File: src/hdl/assert_macros.svh
// Assertion macros for the RTL; vent_ctrl is the module that includes them.
// Depends on nothing; included by modules that check their own logic.
`ifndef ASSERT_MACROS_SVH
`define ASSERT_MACROS_SVH

// Clocked check with active-low reset masking.
`define ASSERT_CLK(lbl, clk, rst_n, prop, msg) \
    lbl: assert property (@(posedge clk) disable iff (!rst_n) prop) else $error(msg);

// Clocked check without reset masking.
`define ASSERT_ALWAYS(lbl, clk, prop, msg) \
    lbl: assert property (@(posedge clk) prop) else $error(msg);

`endif

File: src/hdl/vent_pkg.sv
// Package of the vertical edge block: sizes, codes, state type and the
// command and status structs between controller and datapath. No dependencies.
`timescale 1ns / 1ps
package vent_pkg;
    localparam int MAX_WIDTH  = 2048;
    localparam int MAX_HEIGHT = 4096;
    localparam int RING_ROWS  = 8;
    localparam int COL_W      = $clog2(MAX_WIDTH);
    localparam int ROW_W      = $clog2(MAX_HEIGHT);
    localparam int RING_W     = $clog2(RING_ROWS);
    localparam int ADDR_W     = RING_W + COL_W;
    localparam int WID_W      = 12;
    localparam int HGT_W      = 13;
    localparam int N_W        = $clog2(MAX_WIDTH * MAX_HEIGHT + 1);
    localparam int SUM_W      = 43;
    localparam int MAG_W      = 20;
    localparam int S_W        = 11;
    localparam int SCALE_W    = 4;
    localparam int PIX_W      = 8;
    localparam int REQ_W      = 2;
    localparam int CFG_IDX_W  = 2;
    localparam int CFG_DAT_W  = 13;
    localparam int LHS_W      = MAG_W + N_W;
    localparam int RHS_W      = SUM_W + SCALE_W;

    localparam logic [REQ_W-1:0] REQ_ACC   = 2'd0;
    localparam logic [REQ_W-1:0] REQ_EMIT  = 2'd1;
    localparam logic [REQ_W-1:0] REQ_FLUSH = 2'd2;

    localparam logic [CFG_IDX_W-1:0] CFG_WIDTH  = 2'd0;
    localparam logic [CFG_IDX_W-1:0] CFG_HEIGHT = 2'd1;
    localparam logic [CFG_IDX_W-1:0] CFG_SCALE  = 2'd2;

    localparam logic [2:0] TAP_LAST  = 3'd5;
    localparam logic [2:0] SLOT_LAST = 3'd4;

    localparam logic [PIX_W-1:0] EDGE_ON = 8'd255;

    typedef enum logic [3:0] {
        S_IDLE, S_MLD, S_MRD, S_MACC, S_MSQ, S_MSUM, S_CMP1, S_CMP2, S_OUT
    } t_state;

    typedef struct packed {
        logic              wr_en;
        logic [RING_W-1:0] wr_row;
        logic [COL_W-1:0]  wr_col;
        logic              ld_job;
        logic [ROW_W-1:0]  job_row;
        logic [COL_W-1:0]  job_col;
        logic              rd_en;
        logic [2:0]        tap;
        logic              sq_en;
        logic [2:0]        slot;
        logic              sum_add;
        logic              sum_clr;
        logic              cmp1;
        logic              cmp2;
        logic              hit_clr;
        logic              out_load;
        logic              out_last;
    } t_cmd;

    typedef struct packed {
        logic out_free;
    } t_stat;
endpackage

File: src/hdl/vent_ctrl.sv
// Controller: pass and position tracking, magnitude job sequencing and
// result release. Uses vent_pkg and assert_macros.svh.
`timescale 1ns / 1ps
`include "assert_macros.svh"
module vent_ctrl import vent_pkg::*; (
    input  logic             i_clk,
    input  logic             i_rst_n,
    input  logic             i_valid,
    output logic             o_ready,
    input  logic [REQ_W-1:0] i_req,
    input  logic [WID_W-1:0] i_width,
    input  logic [HGT_W-1:0] i_height,
    input  logic [N_W-1:0]   i_npix,
    input  logic             i_geom_wr,
    input  t_stat            i_stat,
    output t_cmd             o_cmd
);
    t_state           r_state, n_state;
    logic             r_pass;
    logic [COL_W-1:0] r_col, r_ec, r_bc;
    logic [ROW_W-1:0] r_row, r_er, r_br;
    logic [N_W-1:0]   r_t, r_e;
    logic             r_all_in, r_mode, r_need_b, r_last;
    logic [2:0]       r_idx, r_tap;

    logic acc, col_last, row_last, p0_pix, p1_only, p1_pix, store;
    logic need_a, need_b, lag_ok, emit_go, border, ec_last, done_out;

    always_comb begin
        acc      = i_valid && (r_state == S_IDLE);
        col_last = {1'b0, r_col} == i_width - WID_W'(1);
        row_last = {1'b0, r_row} == i_height - HGT_W'(1);
        p0_pix   = !r_pass && (i_req == REQ_ACC);
        p1_only  = r_pass && r_all_in && (i_req == REQ_EMIT || i_req == REQ_FLUSH);
        p1_pix   = r_pass && !r_all_in && (i_req == REQ_EMIT);
        store    = acc && (p0_pix || p1_pix);
        need_a   = (r_col >= COL_W'(2)) && (r_row != '0);
        need_b   = (r_col >= COL_W'(2)) && row_last;
        lag_ok   = ({1'b0, r_e} + {{(N_W-WID_W){1'b0}}, i_width, 1'b0} + (N_W+1)'(2))
                <= {1'b0, r_t};
        emit_go  = acc && (p1_only || (p1_pix && lag_ok));
        border   = (r_er == '0) || ({1'b0, r_er} == i_height - HGT_W'(1))
                || (r_ec == '0) || ({1'b0, r_ec} == i_width - WID_W'(1));
        ec_last  = {1'b0, r_ec} == i_width - WID_W'(1);
        done_out = (r_state == S_OUT) && i_stat.out_free;
    end

    always_comb begin
        n_state = r_state;
        case (r_state)
            S_IDLE: begin
                if (acc && p0_pix && (need_a || need_b)) begin
                    n_state = S_MLD;
                end else if (emit_go) begin
                    n_state = border ? S_OUT : S_MLD;
                end
            end
            S_MLD:  n_state = S_MRD;
            S_MRD:  n_state = (r_tap == TAP_LAST) ? S_MACC : S_MRD;
            S_MACC: n_state = S_MSQ;
            S_MSQ: begin
                if (!r_mode) begin
                    n_state = S_MSUM;
                end else begin
                    n_state = (r_idx == SLOT_LAST) ? S_CMP1 : S_MLD;
                end
            end
            S_MSUM: n_state = (r_idx == 3'd0 && r_need_b) ? S_MLD : S_IDLE;
            S_CMP1: n_state = S_CMP2;
            S_CMP2: n_state = S_OUT;
            S_OUT:  n_state = i_stat.out_free ? S_IDLE : S_OUT;
            default: n_state = S_IDLE;
        endcase
    end

    always_comb begin
        o_cmd         = '0;
        o_cmd.wr_row  = r_row[RING_W-1:0];
        o_cmd.wr_col  = r_col;
        o_cmd.tap     = r_tap;
        o_cmd.slot    = r_idx;
        o_cmd.out_last = r_last;
        o_cmd.sum_clr = i_geom_wr || (done_out && r_last);
        if (!r_mode) begin
            o_cmd.job_row = (r_idx == 3'd0) ? r_br - ROW_W'(1) : r_br;
            o_cmd.job_col = r_bc;
        end else begin
            case (r_idx)
                3'd1:    begin o_cmd.job_row = r_br; o_cmd.job_col = r_bc - COL_W'(1); end
                3'd2:    begin o_cmd.job_row = r_br; o_cmd.job_col = r_bc + COL_W'(1); end
                3'd3:    begin o_cmd.job_row = r_br - ROW_W'(1); o_cmd.job_col = r_bc; end
                3'd4:    begin o_cmd.job_row = r_br + ROW_W'(1); o_cmd.job_col = r_bc; end
                default: begin o_cmd.job_row = r_br; o_cmd.job_col = r_bc; end
            endcase
        end
        case (r_state)
            S_IDLE: begin
                o_cmd.wr_en   = store;
                o_cmd.hit_clr = emit_go;
            end
            S_MLD:   o_cmd.ld_job   = 1'b1;
            S_MRD:   o_cmd.rd_en    = 1'b1;
            S_MSQ:   o_cmd.sq_en    = 1'b1;
            S_MSUM:  o_cmd.sum_add  = 1'b1;
            S_CMP1:  o_cmd.cmp1     = 1'b1;
            S_CMP2:  o_cmd.cmp2     = 1'b1;
            S_OUT:   o_cmd.out_load = i_stat.out_free;
            default: o_cmd.ld_job   = 1'b0;
        endcase
    end

    assign o_ready = (r_state == S_IDLE);

    always_ff @(posedge i_clk) begin
        if (!i_rst_n) begin
            r_state  <= S_IDLE;
            r_pass   <= 1'b0;
            r_col    <= '0;
            r_row    <= '0;
            r_t      <= '0;
            r_e      <= '0;
            r_er     <= '0;
            r_ec     <= '0;
            r_all_in <= 1'b0;
            r_mode   <= 1'b0;
            r_idx    <= '0;
            r_tap    <= '0;
            r_need_b <= 1'b0;
            r_last   <= 1'b0;
            r_br     <= '0;
            r_bc     <= '0;
        end else if (i_geom_wr) begin
            r_state  <= S_IDLE;
            r_pass   <= 1'b0;
            r_col    <= '0;
            r_row    <= '0;
            r_t      <= '0;
            r_e      <= '0;
            r_er     <= '0;
            r_ec     <= '0;
            r_all_in <= 1'b0;
        end else begin
            r_state <= n_state;
            if (store) begin
                if (col_last) begin
                    r_col <= '0;
                    if (row_last) begin
                        r_row <= '0;
                        if (!r_pass) begin
                            r_pass   <= 1'b1;
                            r_t      <= '0;
                            r_e      <= '0;
                            r_er     <= '0;
                            r_ec     <= '0;
                            r_all_in <= 1'b0;
                        end else begin
                            r_all_in <= 1'b1;
                        end
                    end else begin
                        r_row <= r_row + ROW_W'(1);
                    end
                end else begin
                    r_col <= r_col + COL_W'(1);
                end
            end
            if (acc && p1_pix) begin
                r_t <= r_t + N_W'(1);
            end
            if (acc && p0_pix) begin
                r_mode   <= 1'b0;
                r_br     <= r_row;
                r_bc     <= r_col - COL_W'(1);
                r_need_b <= need_b;
                r_idx    <= need_a ? 3'd0 : 3'd1;
            end
            if (emit_go) begin
                r_mode <= 1'b1;
                r_br   <= r_er;
                r_bc   <= r_ec;
                r_idx  <= 3'd0;
                r_last <= ({1'b0, r_e} + (N_W+1)'(1)) == {1'b0, i_npix};
            end
            case (r_state)
                S_MLD:  r_tap <= '0;
                S_MRD:  r_tap <= r_tap + 3'd1;
                S_MSQ: begin
                    if (r_mode && r_idx != SLOT_LAST) begin
                        r_idx <= r_idx + 3'd1;
                    end
                end
                S_MSUM: r_idx <= 3'd1;
                default: r_tap <= r_tap;
            endcase
            if (done_out) begin
                if (r_last) begin
                    r_pass   <= 1'b0;
                    r_col    <= '0;
                    r_row    <= '0;
                    r_t      <= '0;
                    r_e      <= '0;
                    r_er     <= '0;
                    r_ec     <= '0;
                    r_all_in <= 1'b0;
                end else begin
                    r_e <= r_e + N_W'(1);
                    if (ec_last) begin
                        r_ec <= '0;
                        r_er <= r_er + ROW_W'(1);
                    end else begin
                        r_ec <= r_ec + COL_W'(1);
                    end
                end
            end
        end
    end

    `ASSERT_CLK(a_load_free, i_clk, i_rst_n, o_cmd.out_load |-> i_stat.out_free, "result overwritten")
    `ASSERT_CLK(a_last_clears, i_clk, i_rst_n, (done_out && r_last) |=> !r_pass, "frame not closed")
    `ASSERT_CLK(a_emit_lag, i_clk, i_rst_n, r_pass |-> (r_e <= r_t), "result ahead of input")
endmodule
File: config.mk
export PLATFORM = sky130hd
export DESIGN_NAME = vent_ctrl
export DESIGN_NICKNAME = d
export VERILOG_FILES = /design/src/hdl/vent_pkg.sv /design/src/hdl/vent_ctrl.sv
export VERILOG_INCLUDE_DIRS = /design/src /design/src/hdl
export SDC_FILE = /design/constraint.sdc
export NUM_CORES = 1
export LEC_CHECK = 0
export BUFFER_PORTS_ARGS = -buffer_cell sky130_fd_sc_hd__buf_2
export CORE_ASPECT_RATIO = 1.2
export CORE_MARGIN = 10
export CORE_UTILIZATION = 56
export DETAILED_ROUTE_END_ITERATION = 7
export PLACE_DENSITY = 0.87
export SLEW_MARGIN = 20
export SYNTH_ARGS = -nofsm -noshare
export SYNTH_HDL_FRONTEND = slang
export SYNTH_SLANG_ARGS = --single-unit
File: constraint.sdc
create_clock -name i_clk -period 26 [get_ports i_clk]
set_input_delay 7.8 -clock i_clk [delete_from_list [all_inputs] [get_ports i_clk]]
set_output_delay 7.8 -clock i_clk [all_outputs]
set_load 0.02 [all_outputs]
==> reports/metrics.cfg <==
[outcome]
status=completed

[sta]
fin_crit_ns=21.22
slew_headroom_pct=31.55
setup_viol=0
hold_viol_final=0
layout_worst_path_cycle_share_pct=81.61
fmax_mhz=47.13
finClkSkew_ns=0.009775
fin_ws_ns=4.782
rsz0062_at_grt=false
worst_pin_slew_ns=1.024
tns_ns=0
final_max_slew_viol_count=0

[placed_design]
dp_hpwl_um=26140
gp_congestion=0.9462
place_inst=1862
io_buffers=110
pre_cts_slack_ns=5.057

[global_routing]
grt_max_degree=38
grt-ovfl-total=0
grt_pass1_wl_um=56840
first_global_vias=11600
antenna_found_initial=0
grtUsageTotal_pct=25.42

[logic_synthesis]
postSynthCellCount=1597
syn_nets=1736
synth-edff-count=0
ys_seq_area_share_pct=22.65
synth_ff_type=dfxtp_1
synth.avg_cell_area_um2=7.307
synth_area_leader_cell=dfxtp_1
synth_area_mm2=0.01167
synthTopCellsByArea=dfxtp_1, ha_1, xnor2_1, xor2_1, nor2_1
ys_ff_latch=132
synth_cell_types=89
ys_warn_count=0
async_flop_share_pct=0
synth_top_cell_area_share_pct=22.65

[worst_setup_path]
worstSetupPathType=primary input to primary output
crit_family=compound AO/OA/AOI/OAI gates
r2r_slack_ns=19.49
worstReg2RegEnd=r_state[2]$_SDFFE_PP0P_
max_stage_delay_ns=0.84
arrival_ns=13.42
cp_num_buf_inv=3
end_kind=primary output
r2r_start=r_e[3]$_SDFFE_PP0P_
crit_chain=buf_2, ha_1, ha_1, a21o_1, a21oi_1, o21bai_1, a21oi_1, o21a_1, o311ai_0, o21a_1, nor2b_1, xor2_1, ha_1, nand4_1, nor2_1, nand4_1, a41oi_1, o21ai_0, nand4_1, and2_1, clkinv_1, buf_2
r2r_cells=22
crit_slowest_cell=o311ai_0
critPathLaunchType=primary input
required_ns=18.20
worstPathMaxFanout=27

[drt]
detail_route.wl_per_cell_um=18.49
first_pass_iters=8
first_iter_violations=1217
via_per_inst=6.511
vias=12340
ant_nets=0
wl_um=35050
drc=0

[floorplan]
die_x_um=151.8
io_pins=111
dieArea_mm2=0.02704
num_rows=57
initial_core_util_pct=57.21
core_mm2=0.02040
die-height_um=178.1

[layout]
area_delta_synth_final_pct=9.457
layout_commonest_cell=nor2_1
stdcell_count=1895
layout_common_cells=nor2_1, nand2_1, dfxtp_1
drive_gt1_share_pct=10.99
fin_util_pct=62.62
nets=1755
nFillCells=1766

[clock_tree]
post_cts_buffers=0
post_cts_resized=0
cts_root_buf=clkbuf_16
cts_tree=done
cts_htree_levels=4
clkSlewWorstSetupHoldPaths_ns=0.06
cts_made_buffers=17
cts.hold.buffers_added=0
clock-sinks=132
cts_buffer_depth=2
insertion_delay_ns=0.44

[power]
ir_worst_vdd_mv=0.05364
power.leakage_uw=0.004971
power_density_mw_per_mm2=43.16
power_uw=551.3

[hold_path]
hold-path-cell-count=2
whs_endpoint=r_t[18]$_SDFF_PP0_
min-delay-start=r_t[18]$_SDFF_PP0_
hold_class=flop to flop

[job]
cap_viol_max_count=0

==> synthesized netlist by cell type, types with 6 or more instances <==
library cell / count
a211oi_1: 9
a21boi_0: 9
a21o_1: 20
a21oi_1: 89
a22o_1: 7
a22oi_1: 6
a311oi_1: 7
a31oi_1: 38
and2_1: 10
and3_1: 23
and4_1: 7
buf_1: 6
buf_2: 8
clkbuf_1: 93
dfxtp_1: 132
ha_1: 81
inv_1: 81
mux2i_1: 6
nand2_1: 138
nand2b_1: 12
nand3_1: 76
nand3b_1: 8
nand4_1: 40
nand4b_1: 6
nor2_1: 154
nor2b_1: 19
nor3_1: 50
nor4_1: 25
nor4b_1: 6
o211ai_1: 14
o21a_1: 7
o21ai_0: 106
o31ai_1: 9
o32ai_1: 14
o41ai_1: 12
or2_2: 7
or3_1: 14
or4_1: 6
xnor2_1: 85
xor2_1: 68
==> logic make-up after synthesis <==
| logic type | count (synthesis) | share of synthesized area (%) |
|---|---|---|
| and+or+nand+nor | 620 | 26.97 |
| AOI/OAI and AO/OA | 402 | 22.31 |
| buffers and inverters | 199 | 6.852 |
| xor gates and xnor gates | 153 | 11.48 |
| DFF | 132 | 22.65 |
| adders and majority gates | 83 | 9.029 |
| muxes | 8 | 0.7077 |
==> metal layers <==
layer	GRT usage [%]	vias up	share of wire, %
met4	14.80	0	5.4
met3	5.146	156	8.0
li1	-	5804	-
met5	0	-	0
met1	28.63	5746	38
met2	43.36	632	48
==> how the worst max path moves through the flow <==
stage / from / end / slack (ns) / depth (start not counted)
after floorplan: i_width[0] / o_cmd[2] / 6.33 / 23
final: i_width[2] / o_cmd[2] / 4.78 / 22
after global routing: i_width[2] / o_cmd[2] / 4.49 / 22
after global placement: i_width[8] / o_cmd[2] / 5.33 / 20
after detailed placement: i_width[2] / o_cmd[2] / 5.06 / 22
after CTS: i_width[2] / o_cmd[2] / 4.95 / 22
==> metrics by stage <==
stage	hold WS [ns]	instance area, um2
floorplan	0.4436	11670
global placement	0.4488	12110
detailed placement	0.4650	12110
CTS	0.4716	12770
global route	0.4890	12770
finish	0.4747	12770
==> worst reg2reg max path, cell delays in order (launching register included) <==
cell and delay [ns]:
dfxtp_1 0.50, ha_1 0.32, ha_1 0.29, a21o_1 0.10, a21oi_1 0.08, o21bai_1 0.15, a21oi_1 0.13, o21a_1 0.21
o311ai_0 0.84, o21a_1 0.28, nor2b_1 0.19, xor2_1 0.09, ha_1 0.30, nand4_1 0.15, nor2_1 0.14, nand4_1 0.13
a41oi_1 0.19, o21ai_0 0.16, nand4_1 0.23, and2_1 0.75, clkinv_1 0.46, o21ai_0 0.59, nor3_1 0.10
==> where the power goes <==
part	switching, uW	internal [uW]	total [uW]
logic	44.5	29.2	73.8
clock network	96.1	175	271
registers	2.41	204	206
==> sequential cells by signal, indices dropped and copies added, names as in the netlist <==
name	cells
r_all_in	1
r_bc	11
r_br	12
r_col	11
r_e	24
r_ec	11
r_er	12
r_idx	3
r_last	1
r_mode	1
r_need_b	1
r_pass	1
r_row	12
r_state	4
r_t	24
r_tap	3
==> final cells by class <==
type | count | area, um2 | share of cell area (%)
multi-input combinational | 1266 | 8232 | 64.45
sequential | 132 | 2643 | 20.69
timing repair buffer | 116 | 595.6 | 4.663
clock buffer | 20 | 456.7 | 3.576
tap | 265 | 331.6 | 2.596
inverter | 83 | 311.5 | 2.439
clock inverter | 12 | 200.2 | 1.567
antenna | 1 | 2.502 | 0.01959
Power figures use the tool's default switching activity.
